File: config.mk
export PLATFORM = sky130hd
export DESIGN_NAME = distinct_subsequence_counter
export DESIGN_NICKNAME = d
export VERILOG_FILES = /design/src/hdl/dsc_pkg.sv /design/src/hdl/dsc_ctrl.sv /design/src/hdl/dsc_datapath.sv /design/src/hdl/distinct_subsequence_counter.sv
export SDC_FILE = /design/constraint.sdc
export NUM_CORES = 2
export LEC_CHECK = 0
export ABC_CLOCK_PERIOD_IN_PS = 17600
export BUFFER_PORTS_ARGS = -buffer_cell sky130_fd_sc_hd__clkbuf_2
export CORE_MARGIN = 2
export CORE_UTILIZATION = 46
export CTS_CLUSTER_SIZE = 10
export DETAILED_ROUTE_END_ITERATION = 10
export GPL_TIMING_DRIVEN = 0
export MAX_ROUTING_LAYER = met4
export PLACE_DENSITY_LB_ADDON = 0.3
export SLEW_MARGIN = 20
export SYNTH_ARGS = -nofsm -noshare
export SYNTH_HDL_FRONTEND = slang
export SYNTH_SLANG_ARGS = --single-unit
File: constraint.sdc
create_clock -name clk -period 17.6 [get_ports clk]
set_input_delay 1.76 -clock clk [delete_from_list [all_inputs] [get_ports clk]]
set_output_delay 1.76 -clock clk [all_outputs]
set_load 0.05 [all_outputs]
File: src/hdl/dsc_pkg.sv
// Shared types and constants of the distinct subsequence counter.
// No dependencies; used by dsc_ctrl, dsc_datapath and the top level.
`default_nettype none
package dsc_pkg;

  localparam int MAX_PATTERN_DEF = 16;
  localparam int CHAR_W          = 8;
  localparam int IDX_W           = 4;
  localparam int LEN_W           = 5;
  localparam int COUNT_W         = 32;
  localparam int IN_DATA_W       = 16;
  localparam int CFG_DATA_W      = 8;

  localparam logic [COUNT_W-1:0] COUNT_MAX = {COUNT_W{1'b1}};

  localparam logic FUNC_LOAD = 1'b0;
  localparam logic FUNC_TEXT = 1'b1;

  typedef enum logic {
    ST_EMPTY,
    ST_FULL
  } ctrl_state_t;

  typedef struct packed {
    logic load_pat;
    logic step_text;
    logic out_load;
  } dsc_cmd_t;

  typedef struct packed {
    logic text_item;
  } dsc_sts_t;

endpackage
`default_nettype wire

File: src/hdl/dsc_ctrl.sv
// Controller of the distinct subsequence counter: handshakes and output slot.
// Depends on dsc_pkg.
`default_nettype none
module dsc_ctrl (
  input  wire logic              clk,
  input  wire logic              rst_n,
  input  wire logic              in_tvalid,
  output logic                   in_tready,
  output logic                   out_tvalid,
  input  wire logic              out_tready,
  input  wire dsc_pkg::dsc_sts_t sts,
  output dsc_pkg::dsc_cmd_t      cmd
);

  dsc_pkg::ctrl_state_t state_r, state_nxt;
  logic accept;

  assign in_tready  = rst_n && ((state_r == dsc_pkg::ST_EMPTY) || out_tready);
  assign out_tvalid = (state_r == dsc_pkg::ST_FULL);
  assign accept     = in_tvalid && in_tready;

  always_ff @(posedge clk) begin
    if (!rst_n) begin
      state_r <= dsc_pkg::ST_EMPTY;
    end else begin
      state_r <= state_nxt;
    end
  end

  always_comb begin
    state_nxt = state_r;
    unique case (state_r)
      dsc_pkg::ST_EMPTY: begin
        if (accept && sts.text_item) state_nxt = dsc_pkg::ST_FULL;
      end
      dsc_pkg::ST_FULL: begin
        if (out_tready) begin
          state_nxt = (accept && sts.text_item) ? dsc_pkg::ST_FULL : dsc_pkg::ST_EMPTY;
        end
      end
      default: state_nxt = dsc_pkg::ST_EMPTY;
    endcase
  end

  always_comb begin
    cmd.load_pat  = accept && !sts.text_item;
    cmd.step_text = accept && sts.text_item;
    cmd.out_load  = accept && sts.text_item;
  end

  a_step_fills: assert property (@(posedge clk) disable iff (!rst_n)
    cmd.step_text |=> out_tvalid)
    else $error("text beat did not produce a result");

  a_backpressure: assert property (@(posedge clk) disable iff (!rst_n)
    (out_tvalid && !out_tready) |-> !in_tready)
    else $error("input taken while result slot is blocked");

  a_drain: assert property (@(posedge clk) disable iff (!rst_n)
    (out_tvalid && out_tready && !cmd.step_text) |=> !out_tvalid)
    else $error("result repeated after it was taken");

  a_one_cmd: assert property (@(posedge clk) disable iff (!rst_n)
    cmd.load_pat |-> !cmd.out_load)
    else $error("load beat produced a result");

endmodule
`default_nettype wire

File: src/hdl/dsc_datapath.sv
// Datapath of the distinct subsequence counter: pattern store, prefix counts,
// saturating adders and the result register. Depends on dsc_pkg.
`default_nettype none
module dsc_datapath #(
  parameter int MAX_PATTERN = dsc_pkg::MAX_PATTERN_DEF
) (
  input  wire logic                             clk,
  input  wire logic                             rst_n,
  input  wire dsc_pkg::dsc_cmd_t                cmd,
  output dsc_pkg::dsc_sts_t                     sts,
  input  wire logic                             in_func,
  input  wire logic [dsc_pkg::CHAR_W-1:0]       in_char,
  input  wire logic [dsc_pkg::IDX_W-1:0]        in_idx,
  input  wire logic                             in_last,
  input  wire logic                             cfg_we,
  input  wire logic [dsc_pkg::LEN_W-1:0]        cfg_len,
  output logic [dsc_pkg::COUNT_W-1:0]           out_count,
  output logic                                  out_saturated,
  output logic                                  out_final
);

  localparam int IW = (MAX_PATTERN > 1) ? $clog2(MAX_PATTERN) : 1;
  localparam int LW = $clog2(MAX_PATTERN + 1);
  localparam int CW = dsc_pkg::COUNT_W;

  logic [dsc_pkg::CHAR_W-1:0] pat_r    [MAX_PATTERN];
  logic [CW-1:0]              counts_r [MAX_PATTERN];
  logic [CW-1:0]              upd      [MAX_PATTERN];
  logic [MAX_PATTERN-1:0]     sat;
  logic                       flag_r, flag_nxt;
  logic [dsc_pkg::LEN_W-1:0]  len_r;
  logic [LW-1:0]              eff_len;
  logic [IW-1:0]              sel;
  logic [CW-1:0]              result;
  logic [CW-1:0]              out_count_r;
  logic                       out_sat_r, out_final_r;

  assign sts.text_item = (in_func == dsc_pkg::FUNC_TEXT);

  for (genvar k = 0; k < MAX_PATTERN; k++) begin : g_pos
    logic [CW:0] shorter, sum;
    logic        hit;
    if (k == 0) begin : g_first
      assign shorter = (CW+1)'(1);
    end else begin : g_rest
      assign shorter = {1'b0, counts_r[k-1]};
    end
    assign sum    = {1'b0, counts_r[k]} + shorter;
    assign hit    = (32'(len_r) > 32'(k)) && (pat_r[k] == in_char);
    assign sat[k] = hit && (sum >= {1'b0, dsc_pkg::COUNT_MAX});
    assign upd[k] = !hit ? counts_r[k] : (sat[k] ? dsc_pkg::COUNT_MAX : sum[CW-1:0]);
  end

  assign flag_nxt = flag_r | (|sat);

  always_comb begin
    if (32'(len_r) >= 32'(MAX_PATTERN)) begin
      eff_len = LW'(MAX_PATTERN);
    end else begin
      eff_len = LW'(len_r);
    end
    sel    = IW'(eff_len - LW'(1));
    result = (eff_len == '0) ? CW'(1) : upd[sel];
  end

  always_ff @(posedge clk) begin
    if (cmd.load_pat && (32'(in_idx) < 32'(MAX_PATTERN))) begin
      pat_r[IW'(in_idx)] <= in_char;
    end
  end

  always_ff @(posedge clk) begin
    if (!rst_n) begin
      for (int i = 0; i < MAX_PATTERN; i++) counts_r[i] <= '0;
      flag_r <= 1'b0;
    end else if (cmd.step_text) begin
      for (int i = 0; i < MAX_PATTERN; i++) counts_r[i] <= in_last ? '0 : upd[i];
      flag_r <= in_last ? 1'b0 : flag_nxt;
    end
  end

  always_ff @(posedge clk) begin
    if (!rst_n) begin
      len_r <= '0;
    end else if (cfg_we) begin
      len_r <= cfg_len;
    end
  end

  always_ff @(posedge clk) begin
    if (cmd.out_load) begin
      out_count_r <= result;
      out_sat_r   <= flag_nxt;
      out_final_r <= in_last;
    end
  end

  assign out_count     = out_count_r;
  assign out_saturated = out_sat_r;
  assign out_final     = out_final_r;

endmodule
`default_nettype wire

File: src/hdl/distinct_subsequence_counter.sv
// Distinct subsequence counter, top level. Depends on dsc_pkg, dsc_ctrl, dsc_datapath.
// An accepted text beat gives its result beat in the next cycle; load beats give none.
// Throughput: one beat per cycle; all pattern positions update in parallel adders. A waiting
// result holds the input; the next beat enters in the cycle its result is taken.
// Reset: synchronous, active low; clears prefix counts, saturation flag and pattern
// length, and no beat is taken while it is held. The pattern store is not cleared.
`default_nettype none
module distinct_subsequence_counter #(
  parameter int MAX_PATTERN = dsc_pkg::MAX_PATTERN_DEF
) (
  input  wire logic                                clk,
  input  wire logic                                rst_n,
  input  wire logic                                in_tvalid,
  output logic                                     in_tready,
  input  wire logic [dsc_pkg::IN_DATA_W-1:0]       in_tdata,  // char_value, pattern_index, pad
  input  wire logic                                in_tuser,  // func
  input  wire logic                                in_tlast,  // is_last
  output logic                                     out_tvalid,
  input  wire logic                                out_tready,
  output logic [dsc_pkg::COUNT_W-1:0]              out_tdata, // count
  output logic                                     out_tuser, // saturated
  output logic                                     out_tlast, // final_result
  input  wire logic                                cfg_valid,
  output logic                                     cfg_ready,
  input  wire logic [dsc_pkg::CFG_DATA_W-1:0]      cfg_data   // pattern_length, pad
);

  dsc_pkg::dsc_cmd_t cmd;
  dsc_pkg::dsc_sts_t sts;

  assign cfg_ready = rst_n;

  dsc_ctrl u_ctrl (
    .clk        (clk),
    .rst_n      (rst_n),
    .in_tvalid  (in_tvalid),
    .in_tready  (in_tready),
    .out_tvalid (out_tvalid),
    .out_tready (out_tready),
    .sts        (sts),
    .cmd        (cmd)
  );

  dsc_datapath #(
    .MAX_PATTERN (MAX_PATTERN)
  ) u_dp (
    .clk           (clk),
    .rst_n         (rst_n),
    .cmd           (cmd),
    .sts           (sts),
    .in_func       (in_tuser),
    .in_char       (in_tdata[dsc_pkg::CHAR_W-1:0]),
    .in_idx        (in_tdata[dsc_pkg::CHAR_W +: dsc_pkg::IDX_W]),
    .in_last       (in_tlast),
    .cfg_we        (cfg_valid && cfg_ready),
    .cfg_len       (cfg_data[dsc_pkg::LEN_W-1:0]),
    .out_count     (out_tdata),
    .out_saturated (out_tuser),
    .out_final     (out_tlast)
  );

endmodule
`default_nettype wire
==> results.txt <==
For this run, the leading register cell type out of synthesis is sky130_fd_sc_hd__edfxtp_1. For the area of the core region, the log shows 149200 um^2. Of the total power, the share spent switching nets is 40.68%.

Counting flops with an async set or reset pin after synthesis yields a share of 0%. Among cell families on the critical path, the largest total delay comes from buffers and inverters. At the end of routability-driven placement, the weighted congestion stood at 1.113. The worst relative slew slack is 2.367%, and the number of I/O port buffers is 59. The cell count after synthesis came out at 8432. The worst setup path is launched from a flip-flop.

Traced cell by cell, the critical path runs through nor2b_1 -> clkbuf_1 -> clkinv_1 -> clkbuf_1 -> clkbuf_2 -> clkbuf_2 -> clkbuf_2 -> ha_1 -> clkbuf_1 -> clkinv_1 -> nand2_1 -> clkbuf_1 -> o21ai_0 -> a21oi_1 -> o21ai_1 -> o31ai_1. Derived from the worst setup path, the maximum achievable clock frequency is 0.08529 GHz. The tools report the switching power as 0.002386 W. Number of antenna violations at the first check in global routing: 36. In this run the mean area of a mapped cell was 8.172 um^2. The number of flip-flops and latches in the synthesized netlist is 681, and the synthesized cell area is 68910 um^2. For the worst-case clock skew, the log shows 54.56 ps.

Setup violations remaining at the end of the flow were counted as 0. The filler cell count is 14.63k, and the clock tree buffer depth is 3. Post-cts gate resize count: 0. Maximum number of pins on one net before global-route repair: 57. The cell that appears most often on the critical path is sky130_fd_sc_hd__clkbuf_1.

The floorplan step defined a die boundary enclosing 152900 um^2. For the worst path required time, the log shows 18160 ps. The power density over the cells works out to 77.86 nW/um^2. Setup repair after global routing left no endpoint under its margin. Summed over all cells, the static leakage comes to 28.06 nW. Along the worst path, the maximum fanout reaches 13. The part of the cycle the worst path needs is 66.62%, and the remaining global-route overflow is 0. The clock period could shrink to 11720 ps. Counting instances, the worst hold path has a depth of 2. The tools report the count of clock tree sinks as 681. The number of slew-limit violations in the final report was 0; the aggregate negative setup slack was 0 ps. The H-tree depth reported by CTS is 3, and the number of top-level design ports is 68. After synthesis, the netlist uses 127 different library cells.

Slowest cell on the critical path: sky130_fd_sc_hd__nand2_1. The first global-routing pass estimated 517400 um of wire. At the end of the flow, the number of nets in the layout was 9144. Together, buffers and inverters on the worst path number 9.

Once the floorplan was initialized, standard cells occupied 46.17% of the core. The routed via count divided by cell count was 7.180; the overall power was 0.005866 W. TritonCTS built the clock tree.

Worst hold-check path type: reg -> reg. The finished cells cover 75340 um^2. The synthesis-to-finish area growth came out at 9.340%. Endpoint class of the critical path: a flip-flop. Of all cell types, the one taking the most synthesized area is sky130_fd_sc_hd__edfxtp_1. Yosys mapped a number of flops with a built-in enable equal to 674.

The logs give 33.7% for the combinational group share of total power and 34.6% for the share of total power in sequential cells. The fraction of layout cells with a size suffix above 1 is 6.906%. During synthesis, Yosys emitted a total of 0 warnings. After clock tree synthesis, the clock-pin slew on the worst setup and hold paths is 60 ps. The root buffer cell chosen for the clock tree is sky130_fd_sc_hd__clkbuf_16. Dividing the detail-routed wire length by the instance count gives 34.96 um.

Internal power comes to 0.003480 W. At the pin with the least slew margin, the transition time is 1465 ps. The via total after detailed routing came out at 76.59k.

Post-CTS timing repair inserted 0 buffers for setup. The largest stage delay on the critical path is 1130 ps, and the vertical die dimension is 391.0 um. The post-detailed-route count of antenna-violating nets came out at 0.

Category of the critical setup timing path: reg -> reg. Data on the critical path arrives at its endpoint at 12280 ps. After clock tree synthesis, the flow added hold-fix buffers numbering 0.

The run gives 142 as the row count. For this block, the routed nets add up to 372900 um of wire. The cell area after placement came out at 72370 um^2.

The largest vdd supply drop is 96.03 uV. After layout, the worst setup slack is 5875 ps. The number of cell instances on the worst register-to-register path was 16; the number of buffers created by CTS was 89.

The clock network is responsible for 31.7% of the overall power. The violation count after the first detailed-route iteration was 11.35k; the via count of the first global-routing pass was 70.24k. Width of the die: 391.0 um. Summed over its instances, the top area cell type makes up 29.37% of the synthesized netlist area. The share of the Yosys chip area taken by registers is 29.58%.

The number of nets handed over by synthesis was 8961. At the later pin of the worst-skew pair, clock insertion delay measures 760 ps. The critical path crosses 16 cells after its start point.

The flow ran to the end, and the final reports show no timing, DRC or antenna violations. The final routed DRC violation total was 0; the pre-CTS setup slack was 7834 ps. The count of final hold-check violations came out at 0. The wire-length estimate of the detail-placed layout is 299800 um.

By area the synthesized netlist is led by sky130_fd_sc_hd__edfxtp_1 29%, sky130_fd_sc_hd__ha_1 8.8%, sky130_fd_sc_hd__a21oi_1 5.8%, sky130_fd_sc_hd__nor2_1 5.3%, sky130_fd_sc_hd__o21ai_0 4.4%. The run gives 0 as the total of max-cap violations. The first detailed-routing pass took 8 iterations. For the global-route usage over all layers, the log shows 48.54%.
## state kept, by name, summed over array words and instances, names as in the netlist
register	flops
u_dp.flag_r	1
u_ctrl.out_tvalid	1
u_dp.out_final	1
u_dp.len_r	5
u_dp.out_count	32
u_dp.pat_r	128
u_dp.counts_r	512
u_dp.out_saturated	1
## cell usage after synthesis, types with 48 or more instances
library cell and instances:
sky130_fd_sc_hd__nor4_1 81, sky130_fd_sc_hd__o22ai_1 127, sky130_fd_sc_hd__edfxtp_1 674, sky130_fd_sc_hd__o31ai_1 53
sky130_fd_sc_hd__ha_1 483, sky130_fd_sc_hd__nor3_1 250, sky130_fd_sc_hd__a21o_1 176, sky130_fd_sc_hd__nor2_1 965
sky130_fd_sc_hd__o21ai_0 600, sky130_fd_sc_hd__or3_1 86, sky130_fd_sc_hd__nand4_1 187, sky130_fd_sc_hd__nand2_1 677
sky130_fd_sc_hd__o211ai_1 108, sky130_fd_sc_hd__and2_1 127, sky130_fd_sc_hd__nand3_1 278, sky130_fd_sc_hd__o21bai_1 48
sky130_fd_sc_hd__xnor2_1 268, sky130_fd_sc_hd__and3_1 113, sky130_fd_sc_hd__mux2i_1 80, sky130_fd_sc_hd__a21oi_1 799
sky130_fd_sc_hd__nor2b_1 58, sky130_fd_sc_hd__a211oi_1 138, sky130_fd_sc_hd__a31oi_1 117, sky130_fd_sc_hd__nand2b_1 57
sky130_fd_sc_hd__clkbuf_1 367, sky130_fd_sc_hd__xor2_1 182, sky130_fd_sc_hd__o21a_1 79, sky130_fd_sc_hd__inv_1 161
sky130_fd_sc_hd__buf_2 74
## worst min-delay path, stage by stage, from the launching register on
cell and delay, ps:
sky130_fd_sc_hd__dfxtp_1 310, sky130_fd_sc_hd__nand2b_1 90, sky130_fd_sc_hd__a21boi_0 70
## worst paths after layout
| path | startpoint | endpoint | slack, ps |
|---|---|---|---|
| min | u_ctrl.out_tvalid | u_ctrl.out_tvalid | 520 |
| min reg2reg | u_ctrl.out_tvalid | u_ctrl.out_tvalid | 520 |
| max | u_dp.len_r[0] | u_dp.out_count[14] | 5880 |
| max reg2reg | u_dp.len_r[0] | u_dp.out_count[14] | 5880 |
## logic make-up (layout without fill, tap and decap cells)
group | after synthesis | count (layout) | synth area share, %
muxes | 100 | 100 | 1.538
DFF | 681 | 681 | 29.58
AOI/OAI and AO/OA | 2902 | 2902 | 27.65
and+or+nand+nor | 3162 | 3162 | 22.60
adders and majority gates | 498 | 498 | 9.206
xor gates and xnor gates | 450 | 450 | 5.720
other | 0 | 48 | 0
buffers and inverters | 639 | 881 | 3.708
## metal layers
metal,track usage [%],vias to the layer above,routed length [um]
met4,34.77,0,33590
met3,14.57,1480,44460
met2,71.17,5458,158200
li1,-,32780,-
met1,56.48,36870,136700
met5,-,-,0
## power groups by stage
stage	clock network [W]	registers, W	logic, W
after floorplan	0	0.00201	0.00116
after global placement	0	0.00211	0.00183
after detailed placement	0	0.00205	0.00186
after CTS	0.00184	0.00202	0.00187
after global routing	0.00190	0.00202	0.00205
final	0.00186	0.00203	0.00198
## layout by cell type (no fill, tap or decap), types with 46 or more instances in the layout
| cell | n |
|---|---|
| sky130_fd_sc_hd__nor2_1 | 961 |
| sky130_fd_sc_hd__a21oi_1 | 799 |
| sky130_fd_sc_hd__nand2_1 | 676 |
| sky130_fd_sc_hd__edfxtp_1 | 674 |
| sky130_fd_sc_hd__o21ai_0 | 595 |
| sky130_fd_sc_hd__ha_1 | 483 |
| sky130_fd_sc_hd__clkbuf_1 | 342 |
| sky130_fd_sc_hd__nand3_1 | 278 |
| sky130_fd_sc_hd__xnor2_1 | 267 |
| sky130_fd_sc_hd__nor3_1 | 238 |
| sky130_fd_sc_hd__nand4_1 | 187 |
| sky130_fd_sc_hd__xor2_1 | 182 |
| sky130_fd_sc_hd__a21o_1 | 176 |
| sky130_fd_sc_hd__inv_1 | 160 |
| sky130_fd_sc_hd__a211oi_1 | 135 |
| sky130_fd_sc_hd__and2_1 | 127 |
| sky130_fd_sc_hd__o22ai_1 | 127 |
| sky130_fd_sc_hd__a31oi_1 | 116 |
| sky130_fd_sc_hd__and3_1 | 113 |
| sky130_fd_sc_hd__clkbuf_2 | 110 |
| sky130_fd_sc_hd__o211ai_1 | 108 |
| sky130_fd_sc_hd__clkbuf_16 | 89 |
| sky130_fd_sc_hd__or3_1 | 86 |
| sky130_fd_sc_hd__buf_2 | 80 |
| sky130_fd_sc_hd__mux2i_1 | 80 |
| sky130_fd_sc_hd__o21a_1 | 79 |
| sky130_fd_sc_hd__nor4_1 | 78 |
| sky130_fd_sc_hd__nor2b_1 | 58 |
| sky130_fd_sc_hd__nand2b_1 | 57 |
| sky130_fd_sc_hd__o31ai_1 | 53 |
| sky130_fd_sc_hd__diode_2 | 48 |
| sky130_fd_sc_hd__o21bai_1 | 48 |
| sky130_fd_sc_hd__o21ai_1 | 46 |
## through the flow
stage / std cells / hold slack, ps / util [%]
3_3_place_gp: 10440 / 482.8 / 48.00
6_report: 10670 / 517.7 / 50.48
2_1_floorplan: 8432 / 470.3 / -
5_1_grt: 10650 / 545.3 / 50.46
4_1_cts: 10620 / 511.6 / 50.38
3_5_place_dp: 10470 / 502.9 / 48.49
## layout make-up
type                            instances  area [um^2]  area share, %
Clock buffer                          111         2330          3.092
Clock inverter                         39        488.0         0.6477
Antenna cell                           48        120.1         0.1594
Timing Repair Buffer                   92        820.8          1.089
Inverter                              165        619.3         0.8220
Multi-Input combinational cell       7112        46160          61.26
Buffer                                474         1997          2.650
Tap cell                             1944         2432          3.228
Sequential cell                       681        20380          27.05
Note: power is estimated with default switching activity, not from simulation.
